<file path="config.mk">
export PLATFORM = sky130hd
export DESIGN_NAME = mpeg4_descriptor_config_extractor_unit
export DESIGN_NICKNAME = d
export VERILOG_FILES = /design/src/rtl/core/mdce_pkg.sv /design/src/rtl/core/mdce_parser.sv /design/src/rtl/core/mdce_out_fifo.sv /design/src/rtl/core/mpeg4_descriptor_config_extractor_unit.sv
export SDC_FILE = /design/constraint.sdc
export NUM_CORES = 1
export LEC_CHECK = 0
export ABC_AREA = 1
export BUFFER_PORTS_ARGS = -buffer_cell sky130_fd_sc_hd__buf_2
export CORE_MARGIN = 2
export CORE_UTILIZATION = 45
export DETAILED_ROUTE_END_ITERATION = 10
export PLACE_DENSITY = 0.64
export SYNTH_ARGS = -nofsm -noshare
export SYNTH_HDL_FRONTEND = slang
export SYNTH_HIERARCHICAL = 1
export SYNTH_SLANG_ARGS = --single-unit
</file>
<file path="constraint.sdc">
create_clock -name clk -period 4.5 [get_ports clk]
set_input_delay 0.9 -clock clk [delete_from_list [all_inputs] [get_ports clk]]
set_output_delay 0.9 -clock clk [all_outputs]
set_load 0.005 [all_outputs]
</file>
<file path="src/rtl/core/mdce_pkg.sv">
// ----------------------------------------------------------------------------
// mdce_pkg: shared types and constants
// Result codes, descriptor tags and the result record shared by the
// descriptor config extractor modules.
// ----------------------------------------------------------------------------
package mdce_pkg;

    localparam int LENGTH_BITS_DEFAULT = 28;
    localparam int PAYLOAD_LEN_W       = 28;
    localparam int BYTE_W              = 8;
    localparam int KIND_W              = 2;

    localparam logic [KIND_W-1:0] KIND_PAYLOAD = 2'd0;
    localparam logic [KIND_W-1:0] KIND_FINAL   = 2'd1;
    localparam logic [KIND_W-1:0] KIND_FAIL    = 2'd2;

    localparam logic [BYTE_W-1:0] TAG_ES_DESC   = 8'h03;
    localparam logic [BYTE_W-1:0] TAG_DEC_CFG   = 8'h04;
    localparam logic [BYTE_W-1:0] TAG_DEC_SPEC  = 8'h05;

    localparam logic [BYTE_W-1:0] SKIP_PAIR     = 8'd2;
    localparam logic [BYTE_W-1:0] SKIP_DEC_CFG  = 8'd13;

    typedef struct packed {
        logic [PAYLOAD_LEN_W-1:0] len;
        logic [KIND_W-1:0]        kind;
        logic [BYTE_W-1:0]        data;
    } res_t;

endpackage

</file>
<file path="src/rtl/core/mdce_parser.sv">
// ----------------------------------------------------------------------------
// mdce_parser: descriptor parse state machine
// Consumes one blob byte per advance, updates the parse state and forms
// at most one result for that byte.
// ----------------------------------------------------------------------------
module mdce_parser #(
    parameter int LENGTH_BITS = mdce_pkg::LENGTH_BITS_DEFAULT
) (
    input  logic                        clk,
    input  logic                        rst_n,
    input  logic                        advance,
    input  logic [mdce_pkg::BYTE_W-1:0] in_byte,
    input  logic                        in_last,
    output logic                        res_valid,
    output mdce_pkg::res_t              res
);
    import mdce_pkg::*;

    typedef enum logic [3:0] {
        PH_TAG,
        PH_SIZE,
        PH_ES_PRE,
        PH_ES_FLAGS,
        PH_ES_SKIP,
        PH_ES_COUNT,
        PH_DC_SKIP,
        PH_IN_TAG,
        PH_IN_SIZE,
        PH_PAYLOAD,
        PH_DONE
    } phase_t;

    phase_t                   phase_reg, phase_next;
    logic [BYTE_W-1:0]        tag_reg, tag_next;
    logic [LENGTH_BITS-1:0]   acc_reg, acc_next;
    logic [BYTE_W-1:0]        skip_reg, skip_next;
    logic [2:0]               flags_reg, flags_next;
    logic [LENGTH_BITS-1:0]   emit_reg, emit_next;
    logic                     fin_reg, fin_next;

    logic [LENGTH_BITS-1:0]   acc_shift;
    logic [LENGTH_BITS-1:0]   emit_inc;
    logic [BYTE_W-1:0]        skip_dec;
    logic                     size_more;

    logic [2:0]               flags_in;
    logic [2:0]               es_flags;
    phase_t                   es_phase;
    logic                     es_load;

    logic [LENGTH_BITS-1:0]   res_len;
    logic [LENGTH_BITS+PAYLOAD_LEN_W-1:0] len_ext;

    assign acc_shift = {acc_reg[LENGTH_BITS-8:0], in_byte[6:0]};
    assign emit_inc  = emit_reg + {{(LENGTH_BITS-1){1'b0}}, 1'b1};
    assign skip_dec  = skip_reg - 8'd1;
    assign size_more = in_byte[7] && !in_last;
    assign flags_in  = (phase_reg == PH_ES_FLAGS) ? in_byte[7:5] : flags_reg;

    // next step of the optional ES fields
    always_comb
    begin
        es_flags = 3'b000;
        es_phase = PH_TAG;
        es_load  = 1'b0;
        if (flags_in[2])
        begin
            es_flags = {1'b0, flags_in[1:0]};
            es_phase = PH_ES_SKIP;
            es_load  = 1'b1;
        end
        else if (flags_in[1])
        begin
            es_flags = {2'b00, flags_in[0]};
            es_phase = PH_ES_COUNT;
        end
        else if (flags_in[0])
        begin
            es_phase = PH_ES_SKIP;
            es_load  = 1'b1;
        end
    end

    always_comb
    begin
        phase_next = phase_reg;
        tag_next   = tag_reg;
        acc_next   = acc_reg;
        skip_next  = skip_reg;
        flags_next = flags_reg;
        emit_next  = emit_reg;
        fin_next   = fin_reg;
        res_valid  = 1'b0;
        res.data   = '0;
        res.kind   = KIND_PAYLOAD;
        res_len    = '0;

        case (phase_reg)
            PH_TAG, PH_IN_TAG:
            begin
                tag_next   = in_byte;
                acc_next   = '0;
                phase_next = (phase_reg == PH_TAG) ? PH_SIZE : PH_IN_SIZE;
            end
            PH_SIZE, PH_IN_SIZE:
            begin
                acc_next = acc_shift;
                if (!size_more)
                begin
                    if (phase_reg == PH_SIZE)
                    begin
                        if (tag_reg == TAG_ES_DESC)
                        begin
                            skip_next  = SKIP_PAIR;
                            phase_next = PH_ES_PRE;
                        end
                        else if (tag_reg == TAG_DEC_CFG)
                        begin
                            skip_next  = SKIP_DEC_CFG;
                            phase_next = PH_DC_SKIP;
                        end
                        else
                        begin
                            phase_next = PH_TAG;
                        end
                    end
                    else if (tag_reg == TAG_DEC_SPEC)
                    begin
                        emit_next = '0;
                        if (acc_shift == '0)
                        begin
                            res_valid  = 1'b1;
                            res.kind   = KIND_FAIL;
                            fin_next   = 1'b1;
                            phase_next = PH_DONE;
                        end
                        else
                        begin
                            phase_next = PH_PAYLOAD;
                        end
                    end
                    else
                    begin
                        phase_next = PH_TAG;
                    end
                end
            end
            PH_ES_PRE:
            begin
                skip_next = skip_dec;
                if (skip_dec == '0)
                begin
                    phase_next = PH_ES_FLAGS;
                end
            end
            PH_ES_FLAGS:
            begin
                flags_next = es_flags;
                phase_next = es_phase;
                if (es_load)
                begin
                    skip_next = SKIP_PAIR;
                end
            end
            PH_ES_SKIP:
            begin
                skip_next = skip_dec;
                if (skip_dec == '0)
                begin
                    flags_next = es_flags;
                    phase_next = es_phase;
                    if (es_load)
                    begin
                        skip_next = SKIP_PAIR;
                    end
                end
            end
            PH_ES_COUNT:
            begin
                skip_next = in_byte;
                if (in_byte == '0)
                begin
                    flags_next = es_flags;
                    phase_next = es_phase;
                    if (es_load)
                    begin
                        skip_next = SKIP_PAIR;
                    end
                end
                else
                begin
                    phase_next = PH_ES_SKIP;
                end
            end
            PH_DC_SKIP:
            begin
                skip_next = skip_dec;
                if (skip_dec == '0)
                begin
                    phase_next = PH_IN_TAG;
                end
            end
            PH_PAYLOAD:
            begin
                emit_next = emit_inc;
                if (emit_inc == acc_reg)
                begin
                    res_valid  = 1'b1;
                    res.data   = in_byte;
                    res.kind   = KIND_FINAL;
                    res_len    = acc_reg;
                    fin_next   = 1'b1;
                    phase_next = PH_DONE;
                end
                else if (!in_last)
                begin
                    res_valid = 1'b1;
                    res.data  = in_byte;
                    res.kind  = KIND_PAYLOAD;
                    res_len   = acc_reg;
                end
            end
            default:
            begin
                phase_next = phase_reg;
            end
        endcase

        // end of blob: fail if nothing final went out, then clear
        if (in_last)
        begin
            if (!fin_next)
            begin
                res_valid = 1'b1;
                res.data  = '0;
                res.kind  = KIND_FAIL;
                res_len   = '0;
            end
            phase_next = PH_TAG;
            tag_next   = '0;
            acc_next   = '0;
            skip_next  = '0;
            flags_next = '0;
            emit_next  = '0;
            fin_next   = 1'b0;
        end

        len_ext = {{PAYLOAD_LEN_W{1'b0}}, res_len};
        res.len = len_ext[PAYLOAD_LEN_W-1:0];
    end

    always_ff @(posedge clk or negedge rst_n)
    begin
        if (!rst_n)
        begin
            phase_reg <= PH_TAG;
            tag_reg   <= '0;
            acc_reg   <= '0;
            skip_reg  <= '0;
            flags_reg <= '0;
            emit_reg  <= '0;
            fin_reg   <= 1'b0;
        end
        else if (advance)
        begin
            phase_reg <= phase_next;
            tag_reg   <= tag_next;
            acc_reg   <= acc_next;
            skip_reg  <= skip_next;
            flags_reg <= flags_next;
            emit_reg  <= emit_next;
            fin_reg   <= fin_next;
        end
    end

endmodule

</file>
<file path="src/rtl/core/mdce_out_fifo.sv">
// ----------------------------------------------------------------------------
// mdce_out_fifo: two-entry result buffer
// Holds finished results so the parser keeps taking requests while the
// downstream side stalls, until both entries are full.
// ----------------------------------------------------------------------------
module mdce_out_fifo (
    input  logic           clk,
    input  logic           rst_n,
    input  logic           wr_en,
    input  mdce_pkg::res_t wr_data,
    output logic           full,
    output logic           rd_valid,
    input  logic           rd_ready,
    output mdce_pkg::res_t rd_data
);
    import mdce_pkg::*;

    res_t       mem [2];
    logic       wr_ptr_reg, wr_ptr_next;
    logic       rd_ptr_reg, rd_ptr_next;
    logic [1:0] count_reg, count_next;
    logic       rd_en;

    assign full     = (count_reg == 2'd2);
    assign rd_valid = (count_reg != 2'd0);
    assign rd_en    = rd_valid && rd_ready;
    assign rd_data  = mem[rd_ptr_reg];

    always_comb
    begin
        wr_ptr_next = wr_ptr_reg ^ wr_en;
        rd_ptr_next = rd_ptr_reg ^ rd_en;
        count_next  = count_reg + {1'b0, wr_en} - {1'b0, rd_en};
    end

    always_ff @(posedge clk)
    begin
        if (wr_en)
        begin
            mem[wr_ptr_reg] <= wr_data;
        end
    end

    always_ff @(posedge clk or negedge rst_n)
    begin
        if (!rst_n)
        begin
            wr_ptr_reg <= 1'b0;
            rd_ptr_reg <= 1'b0;
            count_reg  <= 2'd0;
        end
        else
        begin
            wr_ptr_reg <= wr_ptr_next;
            rd_ptr_reg <= rd_ptr_next;
            count_reg  <= count_next;
        end
    end

endmodule

</file>
<file path="src/rtl/core/mpeg4_descriptor_config_extractor_unit.sv">
// ----------------------------------------------------------------------------
// mpeg4_descriptor_config_extractor_unit: descriptor config extractor
// Parses an MPEG-4 descriptor blob byte by byte and streams out the
// decoder specific info payload, or a failure result.
// ----------------------------------------------------------------------------
// Results: a request is held in the input register, parsed, and its result, if any,
//   written to the result buffer. Throughput: one request per cycle while the result
//   buffer is not full; the parse step for a byte is a single state machine pass.
// Reset: rst_n clears the parse state and both buffers; the next byte is
//   taken as the first tag byte of a new blob.
module mpeg4_descriptor_config_extractor_unit #(
    parameter int LENGTH_BITS = mdce_pkg::LENGTH_BITS_DEFAULT
) (
    input  logic        clk,
    input  logic        rst_n,
    input  logic        s_tvalid,
    output logic        s_tready,
    input  logic [7:0]  s_tdata,   // [7:0] in_byte
    input  logic        s_tlast,   // in_last
    output logic        m_tvalid,
    input  logic        m_tready,
    output logic [39:0] m_tdata,   // [7:0] out_byte, [35:8] payload_length, [39:36] zero
    output logic [1:0]  m_tuser    // [1:0] out_kind
);
    import mdce_pkg::*;

    logic              in_valid_reg, in_valid_next;
    logic [BYTE_W-1:0] in_byte_reg;
    logic              in_last_reg;
    logic              s_accept;
    logic              advance;
    logic              fifo_full;
    logic              res_valid;
    res_t              res;
    res_t              out_res;

    assign advance  = in_valid_reg && !fifo_full;
    assign s_tready = !in_valid_reg || advance;
    assign s_accept = s_tvalid && s_tready;

    always_comb
    begin
        in_valid_next = in_valid_reg;
        if (s_accept)
        begin
            in_valid_next = 1'b1;
        end
        else if (advance)
        begin
            in_valid_next = 1'b0;
        end
    end

    always_ff @(posedge clk or negedge rst_n)
    begin
        if (!rst_n)
        begin
            in_valid_reg <= 1'b0;
        end
        else
        begin
            in_valid_reg <= in_valid_next;
        end
    end

    always_ff @(posedge clk)
    begin
        if (s_accept)
        begin
            in_byte_reg <= s_tdata;
            in_last_reg <= s_tlast;
        end
    end

    mdce_parser #(
        .LENGTH_BITS (LENGTH_BITS)
    ) u_parser (
        .clk       (clk),
        .rst_n     (rst_n),
        .advance   (advance),
        .in_byte   (in_byte_reg),
        .in_last   (in_last_reg),
        .res_valid (res_valid),
        .res       (res)
    );

    mdce_out_fifo u_out_fifo (
        .clk      (clk),
        .rst_n    (rst_n),
        .wr_en    (advance && res_valid),
        .wr_data  (res),
        .full     (fifo_full),
        .rd_valid (m_tvalid),
        .rd_ready (m_tready),
        .rd_data  (out_res)
    );

    assign m_tdata = {4'b0000, out_res.len, out_res.data};
    assign m_tuser = out_res.kind;

endmodule

</file>
Yosys cells after proc, flatten, opt, wreduce, memory -nomap -nowiden
Memory sizes are Yosys's and may differ from the RTL's.
Cells that the tools add are included.
Widths: inputs -> output; s select.
{"block": "word_totals", "output_inout_bits": 44, "word_cells": 157, "regBits": 94, "memories": 1, "ramBits": 76, "inputBits": 13}
{"block": "op_classes", "n_mux": 82, "reduce_logical": 30, "n_eq_ne": 25, "add_sub_neg": 4, "bitwise_logic": 2}
{"name": "u_out_fifo.mem", "depth": 2, "word_bits": 38, "read_ports": 1, "rd_ports_with_merged_regs": 0, "write_ports": 1, "line": "mdce_out_fifo.sv:18", "text": "res_t mem [2];"}
{"cell": "$mux 28", "n": 10}
{"cell": "$mux 8", "n": 14}
{"cell": "$pmux 28 s2", "n": 2}
{"cell": "$mux 4", "n": 13}
{"cell": "$pmux 8 s5", "n": 1}
{"cell": "$pmux 4 s8", "n": 1}
{"cell": "$mux 10", "n": 3}
{"cell": "$add 28x1->28 const B", "n": 1}
{"cell": "$eq 28x28->1", "n": 1}
{"cell": "$logic_not 28->1", "n": 1}
{"cell": "$ne 3x2->1 const B", "n": 8}
{"cell": "$mux 1", "n": 22}
{"cell": "$mux 3", "n": 6}
{"cell": "$eq 4x3->1 const B", "n": 4}
{"cell": "$eq 8x3->1 const B", "n": 2}
{"cell": "$logic_not 8->1", "n": 2}
{"cell": "$mux 2", "n": 6}
{"cell": "$pmux 3 s3", "n": 1}
{"cell": "$reduce_bool 9->1", "n": 1}
{"cell": "$eq 4x2->1 const B", "n": 2}
{"cell": "$eq 4x4->1 const B", "n": 2}
{"cell": "$eq 8x2->1 const B", "n": 1}
{"cell": "$sub 8x1->8 const B", "n": 1}
{"cell": "$reduce_and 7->1", "n": 1}
{"cell": "22 further kinds", "n": 37}

Depth between registers and ports, before layout
Gate-level depths: netlist of the first run.
{"block": "logic_depth", "word_depth": 11, "ltp_mapped": 23, "ltp_nobuf": 23}

By module
The synthesis of the first run kept the hierarchy.
{"module": "mdce_parser", "instances": 1, "area_per_inst_um2": 5734.2, "cells_each": 900}
{"module": "mdce_out_fifo", "instances": 1, "area_per_inst_um2": 2991.6, "cells_each": 227}
{"module": "mpeg4_descriptor_config_extractor_unit", "instances": 1, "area_per_inst_um2": 366.6, "cells_each": 24}

Worst setup path before layout of the first run
OpenSTA, ideal clock, no wires.
{"block": "synth_path", "kind": "register to register", "from": "register u_parser.emit_reg[0]", "to": "memory u_out_fifo/mem[0][0] in the netlist's numbering (enable)", "path_buffers": 0, "slack_ns": 1.014, "t_arrival_ns": 3.087, "period_less_slack_ns": 3.486, "stages_incl_launch_ff": 17, "cell_sequence": "dfrtp_1 -> ha_1 -> nand3_1 -> nor2_2 -> nand2_1 -> nor2_1 -> nand2_1 -> xnor3_1 -> nand2_1 -> nor2_1 -> nand3_1 -> nand2_2 -> nand2_4 -> nand3_1 -> inv_1 -> nor2_2 -> ha_1"}
{"block": "synth_via", "elab_chain_len": 9}
{"element": "from (decl)", "line": "mdce_parser.sv:38", "text": "logic [LENGTH_BITS-1:0] emit_reg, emit_next;"}
{"element": "from (signal assigned)", "line": "mdce_parser.sv:271", "text": "emit_reg <= emit_next;"}
{"element": "$add 28x1->28 (*)", "line": "mdce_parser.sv:55", "text": "assign emit_inc = emit_reg + {{(LENGTH_BITS-1){1'b0}}, 1'b1};"}
{"element": "$eq 28x28->1 (*)", "line": "mdce_parser.sv:206", "text": "if (emit_inc == acc_reg)"}
{"element": "$mux 1", "line": "mdce_parser.sv:206"}
{"element": "$pmux 1 s2", "line": "mdce_parser.sv:98", "text": "case (phase_reg)"}
{"element": "$mux 1", "line": "mdce_parser.sv:232", "text": "if (!fin_next)"}
{"element": "$mux 1 (*)", "line": "mdce_parser.sv:230", "text": "if (in_last)"}
{"element": "net res_valid", "line": "mpeg4_descriptor_config_extractor_unit.sv:33", "text": "logic res_valid;"}
{"element": "$logic_and 1x1->1 (*)", "line": "mpeg4_descriptor_config_extractor_unit.sv:90", "text": ".wr_en (advance && res_valid),"}
{"element": "$mux 1 (*)", "line": "mdce_out_fifo.sv:38", "text": "if (wr_en)"}
{"element": "$mux 1 (implied by the code) (*)", "line": "mdce_out_fifo.sv:40", "text": "mem[wr_ptr_reg] <= wr_data;"}
{"element": "to (decl)", "line": "mdce_out_fifo.sv:18"}
Mark *: on every way through the listed nets, which the timed path passes. The rest lies on a longest branch.

Worst setup path after layout of the first run
{"block": "layout_path", "from": "register u_parser.emit_reg[0]", "to": "memory u_out_fifo/mem[0][8] in the netlist's numbering (enable)"}
The elaborated chain is that of the path after synthesis.

==> results.sh, run 1 <==
export IMPL_outcome="complete, no violations"
export IMPL_htreeDepth=4
export IMPL_timing_worst_setup_path_type="register to register"
export IMPL_timing_clock_skew_ps=11.65
export IMPL_met1_usage=0.3484
export IMPL_clock_sinks=169
export IMPL_p_switching_uw=1885
export IMPL_timing_critical_path_fanout_max=38
export IMPL_grt_start_max_net_pins=61
export IMPL_worst_skew_pair_late_latency_ps=430
export IMPL_finish_instance_area_um2=10210
export IMPL_pre_cts_slack_ps=1010
export IMPL_cap_violations=0
export IMPL_wire_length_of_the_first_global_routing_pass_um=38210
export IMPL_max_vdd_ir_drop_mv=0.3083
export IMPL_worstPathArrival_ps=3660
export IMPL_synthToLayoutAreaGrowth_pct=12.27
export IMPL_worst_pin_slew_ps=950.0
export IMPL_dpl_hpwl_um=18060
export IMPL_final_min_period_over_clock_period=0.7993
export IMPL_layout_setup_ws_ps=903.1
export IMPL_chipHeight_um=146.1
export IMPL_initial_core_util=0.4626
export IMPL_startpoint_type="register"
export IMPL_power_leakage_uw=0.004655
export IMPL_rsz0062_at_grt="no"
export IMPL_max_freq_mhz=278.0
export IMPL_clk_transition_reported_paths_ps=70
export IMPL_num_nets_final=1223
export IMPL_hold_violations=0
export IMPL_number_of_buffers_on_the_longest_clock_path=2
export IMPL_cellPowerDensity_nw_per_um2=488.6
export IMPL_largest_register_ff_count=76
export IMPL_synth_edf_count=85
export IMPL_floorplan_die_area_um2=21360
export IMPL_clock_root_buffer="sky130_fd_sc_hd__clkbuf_16"
export IMPL_worst_endpoint_required_ps=4570
export IMPL_synth_top_cells_by_area="sky130_fd_sc_hd__edfxtp_1 28%, sky130_fd_sc_hd__dfrtp_1 23%, sky130_fd_sc_hd__nand2_1 15%"
export IMPL_yosysTopAreaCellShare=0.2807
export IMPL_post_cts_resized=0
export IMPL_postCtsHoldBufs=0
export IMPL_power_frac_clock=0.294
export IMPL_routed_via_count=7787
export IMPL_place_congestion=0.9575
export IMPL_drtIter0Drc=848
export IMPL_finalWirelength_um=24200
export IMPL_dp_cells=1449
export IMPL_synth_top_area_cell="sky130_fd_sc_hd__edfxtp_1"
export IMPL_min_path_type="register to register"
export IMPL_seq_area_um2=4654
export IMPL_drt_antenna_violating_nets=0
export IMPL_gr_overflow_total=0
export IMPL_busiest_layer="met1"
export IMPL_route_detailed_wl_per_inst_um=16.34
export IMPL_detail_route_vias_per_cell=5.258
export IMPL_syn_area_per_cell_um2=7.900
export IMPL_core_um2=19650
export IMPL_finalPower_uw=4988
export IMPL_tritoncts="built"
export IMPL_postPlaceCellArea_um2=9592
export IMPL_final_cells=1481
export IMPL_switching_share=0.3780
export IMPL_die_width_um=146.1
export IMPL_io_pins=57
export IMPL_antenna_diode_count=0
export IMPL_finalSetupTns_ps=0
export IMPL_synth_distinct_cells=37
export IMPL_postCtsSetupRepairBufs=0
export IMPL_port_buffers=52
export IMPL_timing_slew_headroom=0.3667
export IMPL_synth_seq_area_share=0.5119
export IMPL_globalRouteMet2Util=0.3441
export IMPL_multi_input_comb_area_um2=3746
export IMPL_cellInternalPower_uw=3103
export IMPL_detailedRoute_firstPassIterationCount=6
export IMPL_number_of_global_route_vias_before_repair=7060
export IMPL_post_route_min_period_ps=3597
export IMPL_timing_final_setup_violations=0
export IMPL_seq_power_share=0.404
export IMPL_drc=0
export IMPL_final_fill_count=1884
export IMPL_cp_end_kind="register"
export IMPL_seq_cells_post_synth=169
export IMPL_netlist_instances=1151
export IMPL_post_synth_most_frequent_cells="370 x sky130_fd_sc_hd__nand2_1, 137 x sky130_fd_sc_hd__inv_1, 126 x sky130_fd_sc_hd__nand3_1"
export IMPL_synth_most_common_cell="sky130_fd_sc_hd__nand2_1"
export IMPL_synth_top_flop_cell="sky130_fd_sc_hd__edfxtp_1"
export IMPL_antenna_violations_before_repair=0
export IMPL_cts_made_buffers=17
export IMPL_post_route_cells_drive_above_1_share=0.1053
export IMPL_syn_area_um2=9092
export IMPL_synth_async_reset_ratio=0.4970
export IMPL_power_share_combinational=0.301
export IMPL_synth_warnings=6
export IMPL_placement_rows=51
export IMPL_global_route_usage_total=0.2285
export IMPL_slew_violations=0
export IMPL_met3_usage=0.02844
## cell families (layout without fill, tap and decap cells)
family	count (synthesis)	after routing	share of synthesized area
xor gates and xnor gates	12	12	0.01459
adders and majority gates	7	7	0.009632
buffers and inverters	172	234	0.07775
muxes	1	1	0.001238
and+or+nand+nor	683	683	0.3217
DFF	169	169	0.5119
other	1	4	0.0004124
AOI/OAI and AO/OA	106	106	0.06275
## area by class of cell
| cell class | count | share of cell area |
|---|---|---|
| clock buffer | 17 | 0.04167 |
| clock inverter | 15 | 0.01875 |
| inverter | 141 | 0.05184 |
| multi-input combinational | 813 | 0.3670 |
| sequential | 169 | 0.4559 |
| tap | 265 | 0.03248 |
| timing repair buffer | 61 | 0.03236 |
## final timing paths
| check | start | endpoint | slack (ps) | cells past startpoint |
|---|---|---|---|---|
| setup / recovery | u_parser/emit_reg[0] | u_out_fifo/mem[0][8] | 900 | 19 |
| hold / removal | u_parser/fin_reg | u_parser/fin_reg | 490 | 2 |
| setup reg to reg | u_parser/emit_reg[0] | u_out_fifo/mem[0][8] | 900 | 19 |
| hold reg to reg | u_parser/fin_reg | u_parser/fin_reg | 490 | 2 |
| max in group asynchronous | rst_n | u_parser/fin_reg | 3090 | 2 |
| min in group asynchronous | rst_n | u_parser/emit_reg[13] | 560 | 1 |
## layer usage
metal  up-vias  routed length, um
li1       3845                  -
met1      3616              11860
met2       302              10570
met3        24               1453
met4         0                315
met5         -                  0
## through the flow
step / util / hold slack [ps]
6_report: 0.5194 / 492.6
5_1_grt: 0.5194 / 515.6
4_1_cts: 0.5194 / 489.8
3_5_place_dp: 0.4880 / 463.6
3_3_place_gp: 0.4880 / 457.7
2_1_floorplan: - / 443.2
## placed cells by master (no fill, tap or decap), types with 5 or more instances in the layout
cell type                   count
sky130_fd_sc_hd__inv_1        137
sky130_fd_sc_hd__buf_2         51
sky130_fd_sc_hd__edfxtp_1      85
sky130_fd_sc_hd__clkbuf_16     17
sky130_fd_sc_hd__nor3_1        10
sky130_fd_sc_hd__nand2_2        5
sky130_fd_sc_hd__buf_4         10
sky130_fd_sc_hd__clkinv_8       7
sky130_fd_sc_hd__nand3_1      126
sky130_fd_sc_hd__nand2_1      370
sky130_fd_sc_hd__nand4_1       17
sky130_fd_sc_hd__nor2_1       117
sky130_fd_sc_hd__a21oi_1        8
sky130_fd_sc_hd__o22ai_1       14
sky130_fd_sc_hd__xor2_1         8
sky130_fd_sc_hd__ha_1           7
sky130_fd_sc_hd__o21ai_1        5
sky130_fd_sc_hd__nor4_1         9
sky130_fd_sc_hd__dfrtp_1       84
sky130_fd_sc_hd__nor2_2        18
sky130_fd_sc_hd__o21ai_0       68
## power groups by stage
stage               Combinational, uW  Sequential, uW  Clock (uW)
floorplan                        1030            2000           0
global placement                 1490            2040           0
detailed placement               1500            2050           0
CTS                              1510            2010        1490
global route                     1690            2040        1560
finish                           1500            2020        1470
## critical path, cell delays in order (launching register included)
cell and delay (ps):
sky130_fd_sc_hd__dfrtp_1 450, sky130_fd_sc_hd__ha_1 240, sky130_fd_sc_hd__nand2_2 100, sky130_fd_sc_hd__nor2_4 140, sky130_fd_sc_hd__nand2_2 120, sky130_fd_sc_hd__inv_1 180, sky130_fd_sc_hd__nand2_1 90, sky130_fd_sc_hd__nand3_1 90
sky130_fd_sc_hd__nand2_1 80, sky130_fd_sc_hd__nor2_1 110, sky130_fd_sc_hd__nand2_1 60, sky130_fd_sc_hd__nor3_1 270, sky130_fd_sc_hd__nand3_1 220, sky130_fd_sc_hd__nand2_2 130, sky130_fd_sc_hd__nand2_4 40, sky130_fd_sc_hd__nand3_1 90
sky130_fd_sc_hd__inv_1 50, sky130_fd_sc_hd__nor2_2 160, sky130_fd_sc_hd__ha_1 170, sky130_fd_sc_hd__buf_4 430
Note: power is estimated with default switching activity, not from simulation.
==> run 2: changes to the inputs <==
- PLACE_DENSITY: 0.64 -> 0.66
- clock period: 4.5 -> 3.05 ns (I/O delays scaled with it)
==> run 2 against run 1 <==
Against the previous run:
- global-route usage rose by 0.88 points
- total power grew 53%
- largest cell class unchanged
- sequential share of layout area decreased by 3.6 points
- critical path depth unchanged
- largest power group unchanged
- final cell count increased by 4.8%
- routed wire length increased by 5.4%
==> results.sh, run 2 (synthesis gave the netlist of run 1 again) <==
export IMPL_final_cell_mix="349 x sky130_fd_sc_hd__nand2_1, 133 x sky130_fd_sc_hd__inv_1, 116 x sky130_fd_sc_hd__nand3_1"
export IMPL_clk_transition_reported_paths_ps=70
export IMPL_dpl_hpwl_um=18900
export IMPL_num_nets_final=1294
export IMPL_cpMaxStageDelayCell="sky130_fd_sc_hd__dfrtp_1"
export IMPL_number_of_global_route_vias_before_repair=7510
export IMPL_port_buffers=52
export IMPL_post_route_min_period_ps=2999
export IMPL_outcome="complete, no violations"
export IMPL_drt_antenna_violating_nets=0
export IMPL_tritoncts="built"
export IMPL_io_pins=57
export IMPL_worstPathArrival_ps=3160
export IMPL_clock_sinks=169
export IMPL_initial_core_util=0.4626
export IMPL_gr_overflow_total=0
export IMPL_finish_instance_area_um2=11090
export IMPL_rsz0062_at_grt="yes"
export IMPL_drc=0
export IMPL_path_cells="nand2_1, nor2_2, buf_4, nand3_1, nand2_1, nand2_1, nand2_1, nand2_1, nor2_1, nand2_1, nor3_2, nand3_2, nand2_2, nand2_4, nand3_2, inv_2, nor2_4, ha_4, clkbuf_16"
export IMPL_wire_length_of_the_first_global_routing_pass_um=39720
export IMPL_timing_critical_path_mode_cell="sky130_fd_sc_hd__nand2_1"
export IMPL_crit_family="simple AND/OR/NAND/NOR gates"
export IMPL_timing_slew_headroom=0.4098
export IMPL_p_switching_uw=2891
export IMPL_placement_rows=51
export IMPL_cap_violations=0
export IMPL_detail_route_vias_per_cell=5.229
export IMPL_startpoint_type="register"
export IMPL_critical_path_buf_inv_count=3
export IMPL_power_frac_clock=0.286
export IMPL_critPathMaxStageDelay_ps=410
export IMPL_clock_root_buffer="sky130_fd_sc_hd__clkbuf_16"
export IMPL_slew_violations=0
export IMPL_drtIter0Drc=740
export IMPL_switching_share=0.3785
export IMPL_grt_start_max_net_pins=50
export IMPL_finalWirelength_um=25510
export IMPL_detailedRoute_firstPassIterationCount=6
export IMPL_route_detailed_wl_per_inst_um=16.43
export IMPL_cts_made_buffers=17
export IMPL_htreeDepth=4
export IMPL_floorplan_die_area_um2=21360
export IMPL_max_vdd_ir_drop_mv=0.4295
export IMPL_worst_skew_pair_late_latency_ps=440
export IMPL_power_leakage_uw=0.005105
export IMPL_final_fill_count=1800
export IMPL_hold_violations=0
export IMPL_core_um2=19650
export IMPL_worst_pin_slew_ps=885.3
export IMPL_power_share_combinational=0.324
export IMPL_timing_worst_setup_path_type="register to register"
export IMPL_cellPowerDensity_nw_per_um2=688.7
export IMPL_largest_register_ff_count=76
export IMPL_synthToLayoutAreaGrowth_pct=21.96
export IMPL_final_min_period_over_clock_period=0.9832
export IMPL_min_path_type="input pin to async pin"
export IMPL_cellInternalPower_uw=4747
export IMPL_layout_commonest_cell="sky130_fd_sc_hd__nand2_1"
export IMPL_die_width_um=146.1
export IMPL_cp_end_kind="register"
export IMPL_timing_critical_path_fanout_max=5
export IMPL_worst_endpoint_required_ps=3210
export IMPL_timing_clock_skew_ps=15.45
export IMPL_timing_final_setup_violations=0
export IMPL_routed_via_count=8116
export IMPL_finalSetupTns_ps=0
export IMPL_antenna_diode_count=0
export IMPL_place_congestion=0.9951
export IMPL_global_route_usage_total=0.2374
export IMPL_max_freq_mhz=333.5
export IMPL_number_of_buffers_on_the_longest_clock_path=2
export IMPL_chipHeight_um=146.1
export IMPL_post_route_cells_drive_above_1_share=0.1997
export IMPL_seq_power_share=0.390
export IMPL_antenna_violations_before_repair=0
export IMPL_postPlaceCellArea_um2=10070
run 2: path summary, 6_finish.rpt:
| check | slack [ps] | from | to | cells after the start |
|---|---|---|---|---|
| worst max-delay path | 50 | u_parser/emit_reg[8] | u_out_fifo/mem[1][14] | 19 |
| worst min-delay path | 210 | rst_n | u_parser/acc_reg[20] | 1 |
| worst max register to register | 50 | u_parser/emit_reg[8] | u_out_fifo/mem[1][14] | 19 |
| worst min register to register | 490 | u_parser/flags_reg[1] | u_parser/flags_reg[1] | 2 |
| max in group asynchronous | 2110 | rst_n | u_parser/emit_reg[0] | 2 |
| min in group clk | 350 | s_tdata[4] | in_byte_reg[4] | 1 |
run 2: metrics by stage:
step | power [uW] | utilization | setup slack (ps) | hold slack [ps] | std cells
6_report | 7637 | 0.5642 | 51.16 | 207.0 | 1552
4_1_cts | 7560 | 0.5456 | 0.1847 | 214.5 | 1538
3_5_place_dp | 5352 | 0.5122 | -69.68 | 461.2 | 1505
5_1_grt | 8082 | 0.5642 | -112.8 | 244.3 | 1552
3_3_place_gp | 5324 | 0.5122 | -2.411 | 470.6 | 1505
2_1_floorplan | 4474 | - | -58.73 | 314.4 | 1154
run 2: worst register-to-register path: cells and delay by family (launching register included):
kind	cells	cell delay, ps
simple gates	15	1710
flops	1	410
buf+inv	3	360
fa+ha+maj	1	250
run 2: layout make-up:
type,count,area (um2),area share
clock buffers,17,425.4,0.03836
well taps,265,331.6,0.02990
clock inverters,15,187.7,0.01692
multi-input cells,813,3990,0.3598
repair buffers,132,967.2,0.08722
inverters,141,531.8,0.04795
flip-flops and latches,169,4656,0.4198
run 2: timing repair:
item	4_1_cts	5_1_grt
setup endpoints to repair	76	89
resized for setup	6	67
hold buffers	0	0
pin swaps	1	24
buffers inserted	1	10
cloned	0	4
run 2: routing by layer:
metal / routed length, um / global-route usage / share of wire / up-vias
met5: 0 / 0 / 0 / -
met2: 11730 / 0.3710 / 0.46 / 271
met4: 713 / 0.09078 / 0.028 / 0
li1: - / - / - / 3996
met1: 11540 / 0.3369 / 0.45 / 3806
met3: 1520 / 0.03406 / 0.060 / 43
run 2: power groups by stage:
stage | clock [uW] | combinational, uW | sequential [uW]
3_5_place_dp | 0 | 2340 | 3010
5_1_grt | 2320 | 2760 | 3010
6_report | 2180 | 2480 | 2980
3_3_place_gp | 0 | 2320 | 3010
2_1_floorplan | 0 | 1520 | 2950
4_1_cts | 2220 | 2370 | 2970
==> run 3: changes to the inputs <==
- ABC_AREA: 1 -> not set
- GPL_TIMING_DRIVEN: not set -> 0
- MAX_ROUTING_LAYER: not set -> met4
==> run 3 against run 2 <==
Against the previous run:
- register-to-register slack got worse by 670 ps
- critical endpoint is now u_out_fifo/mem[0][12]
- clock-buffer cell count unchanged
- maximum frequency decreased by 18%
- worst hold slack got worse by 70 ps
- area after synthesis increased by 3.3%
- non-clock buffer count increased by 30
- utilization decreased by 0.33 points
- the run now ends with negative setup slack left
- first-iteration DRC count increased by 28%
- routed wire length increased by 0.59%
- largest cell class unchanged
==> results.sh, run 3 <==
export IMPL_timing_final_setup_violations=86
export IMPL_timing_critical_path_fanout_max=9
export IMPL_syn_area_per_cell_um2=10.36
export IMPL_post_route_cells_drive_above_1_share=0.2685
export IMPL_detailedRoute_firstPassIterationCount=7
export IMPL_synth_async_reset_ratio=0.4970
export IMPL_startpoint_type="register"
export IMPL_worst_r2r_setup_slack_ps=-620
export IMPL_worst_pin_slew_ps=983.6
export IMPL_synth_most_common_cell="sky130_fd_sc_hd__nand2_1"
export IMPL_synth_edf_count=85
export IMPL_io_pins=57
export IMPL_hold_violations=0
export IMPL_placement_rows=52
export IMPL_wire_length_of_the_first_global_routing_pass_um=39970
export IMPL_synth_top_flop_cell="sky130_fd_sc_hd__edfxtp_1"
export IMPL_cap_violations=0
export IMPL_core_um2=20360
export IMPL_cellInternalPower_uw=5083
export IMPL_finalSetupTns_ps=-46180
export IMPL_final_min_period_over_clock_period=1.202
export IMPL_power_frac_clock=0.282
export IMPL_hold_slack_ps=136.5
export IMPL_final_cell_mix="105 x sky130_fd_sc_hd__nand2_1, 85 x sky130_fd_sc_hd__edfxtp_1, 84 x sky130_fd_sc_hd__o21ai_0"
export IMPL_tritoncts="built"
export IMPL_slew_violations=0
export IMPL_place_congestion=0.9334
export IMPL_finalWirelength_um=25660
export IMPL_initial_core_util=0.4614
export IMPL_route_detailed_wl_per_inst_um=19.60
export IMPL_postCtsHoldBufs=0
export IMPL_power_share_combinational=0.327
export IMPL_seq_power_share=0.391
export IMPL_failing_checks="negative setup slack"
export IMPL_outcome="complete, but fails checks"
export IMPL_yosys_mux_area_fraction=0.05820
export IMPL_yosys_area_share_simple=0.2104
export IMPL_chipHeight_um=148.5
export IMPL_dominant_combinational_cell_family_by_area_after_synthesis="simple AND/OR/NAND/NOR gates"
export IMPL_largest_register_ff_count=76
export IMPL_power_leakage_uw=0.004525
export IMPL_antenna_diode_count=0
export IMPL_rsz0062_at_grt="yes"
export IMPL_synthXorXnorAreaFrac=0.03356
export IMPL_final_fill_count=1724
export IMPL_cp_end_kind="register"
export IMPL_netlist_instances=907
export IMPL_synth_top_cells_by_area="sky130_fd_sc_hd__edfxtp_1 27%, sky130_fd_sc_hd__dfrtp_1 22%, sky130_fd_sc_hd__o21ai_0 4.5%"
export IMPL_area_fraction_in_compound_gates_after_synthesis=0.1500
export IMPL_synth_seq_area_share=0.4954
export IMPL_min_path_type="input pin to async pin"
export IMPL_num_nets_final=1046
export IMPL_timing_worst_setup_path_type="register to register"
export IMPL_worstPathArrival_ps=3810
export IMPL_global_route_usage_total=0.2398
export IMPL_layout_setup_ws_ps=-615.1
export IMPL_routed_via_count=7849
export IMPL_clk_transition_reported_paths_ps=80
export IMPL_reg2reg_depth=10
export IMPL_pre_cts_slack_ps=-1060
export IMPL_floorplan_die_area_um2=22050
export IMPL_timing_clock_skew_ps=12.07
export IMPL_syn_area_um2=9395
export IMPL_clock_sinks=169
export IMPL_post_synth_fa_ha_maj_area_fraction=0.009322
export IMPL_synthToLayoutAreaGrowth_pct=21.57
export IMPL_post_route_min_period_ps=3665
export IMPL_max_vdd_ir_drop_mv=0.3313
export IMPL_drc=0
export IMPL_die_width_um=148.5
export IMPL_drtIter0Drc=945
export IMPL_switching_share=0.3483
export IMPL_yosysTopAreaCellShare=0.2717
export IMPL_final_cells=1309
export IMPL_cts_made_buffers=17
export IMPL_synth_top_area_cell="sky130_fd_sc_hd__edfxtp_1"
export IMPL_port_buffers=52
export IMPL_number_of_buffers_on_the_longest_clock_path=2
export IMPL_synth_warnings=6
export IMPL_drt_antenna_violating_nets=0
export IMPL_antenna_violations_before_repair=0
export IMPL_gr_overflow_total=0
export IMPL_timing_slew_headroom=0.3392
export IMPL_p_switching_uw=2717
export IMPL_number_of_global_route_vias_before_repair=7262
export IMPL_worst_skew_pair_late_latency_ps=430
export IMPL_htreeDepth=4
export IMPL_synth_distinct_cells=83
export IMPL_cellPowerDensity_nw_per_um2=682.9
export IMPL_seq_cells_post_synth=169
export IMPL_grt_start_max_net_pins=52
export IMPL_dpl_hpwl_um=17100
export IMPL_post_synth_most_frequent_cells="105 x sky130_fd_sc_hd__nand2_1, 85 x sky130_fd_sc_hd__edfxtp_1, 84 x sky130_fd_sc_hd__dfrtp_1, 84 x sky130_fd_sc_hd__o21ai_0, 46 x sky130_fd_sc_hd__and2_1"
export IMPL_clock_root_buffer="sky130_fd_sc_hd__clkbuf_16"
export IMPL_detail_route_vias_per_cell=5.996
export IMPL_layout_commonest_cell="sky130_fd_sc_hd__nand2_1"
export IMPL_worst_endpoint_required_ps=3200
export IMPL_postLayoutCoreUtil=0.5609
export IMPL_max_freq_mhz=272.8
export IMPL_dp_cells=1234
run 3: cells by family after synthesis:
kind of cell / Yosys count
simple gates: 348
compound gates: 218
flops: 169
buf+inv: 82
mux: 46
xor+xnor: 36
fa+ha+maj: 7
other cells: 1
run 3: timing repair:
item | 4_1_cts | 5_1_grt
pin swaps | 10 | 15
gates cloned | 1 | 1
gates resized for setup | 33 | 66
endpoints found under the setup margin | 162 | 188
setup buffers | 23 | 22
endpoints found under the hold margin | 0 | 0
run 3: final timing paths:
kind / startpoint / to
worst min register to register: u_parser/tag_reg[7] / u_parser/tag_reg[7]
worst min-delay path: rst_n / u_parser/emit_reg[15]
min in group clk: s_tdata[3] / in_byte_reg[3]
worst max-delay path: in_byte_reg[3] / u_out_fifo/mem[0][12]
max in group asynchronous: rst_n / u_parser/tag_reg[5]
worst max register to register: in_byte_reg[3] / u_out_fifo/mem[0][12]
run 3: stage by stage:
stage,cell area [um2],power [uW]
2_1_floorplan,9450,4609
3_3_place_gp,10050,5349
3_5_place_dp,10090,5382
4_1_cts,11040,7747
5_1_grt,11420,8205
6_report,11420,7800
run 3: cell type report:
| type | count | area (um2) | share of cell area |
|---|---|---|---|
| Timing Repair Buffer | 101 | 783.3 | 0.06857 |
| Inverter | 17 | 63.81 | 0.005587 |
| Sequential cell | 169 | 4658 | 0.4078 |
| Clock inverter | 15 | 175.2 | 0.01534 |
| Clock buffer | 17 | 425.4 | 0.03724 |
| Buffer | 61 | 357.8 | 0.03133 |
| Tap cell | 270 | 337.8 | 0.02958 |
| Multi-Input combinational cell | 659 | 4621 | 0.4045 |
run 3: worst max-delay path, cell delays in order (launching register included):
cell	delay, ps
sky130_fd_sc_hd__edfxtp_1	460
sky130_fd_sc_hd__or4_4	560
sky130_fd_sc_hd__or4_4	510
sky130_fd_sc_hd__or4b_4	570
sky130_fd_sc_hd__nor2_4	150
sky130_fd_sc_hd__nor2_2	60
sky130_fd_sc_hd__a21o_1	170
sky130_fd_sc_hd__a32oi_2	150
sky130_fd_sc_hd__and3b_2	330
sky130_fd_sc_hd__ha_4	250
sky130_fd_sc_hd__clkbuf_16	180
run 3: power groups by stage:
| stage | Sequential, uW | Combinational [uW] | Clock, uW |
|---|---|---|---|
| 2_1_floorplan | 2990 | 1620 | 0 |
| 3_3_place_gp | 3080 | 2270 | 0 |
| 3_5_place_dp | 3100 | 2280 | 0 |
| 4_1_cts | 3040 | 2470 | 2230 |
| 5_1_grt | 3090 | 2770 | 2340 |
| 6_report | 3050 | 2550 | 2200 |
run 3: layer usage:
| layer | part of all wire | vias to the layer above | GRT usage |
|---|---|---|---|
| li1 | - | 3598 | - |
| met1 | 0.45 | 3833 | 0.3374 |
| met2 | 0.46 | 395 | 0.3681 |
| met3 | 0.074 | 23 | 0.03957 |
| met4 | 0.010 | 0 | 0.05429 |
| met5 | 0 | - | - |
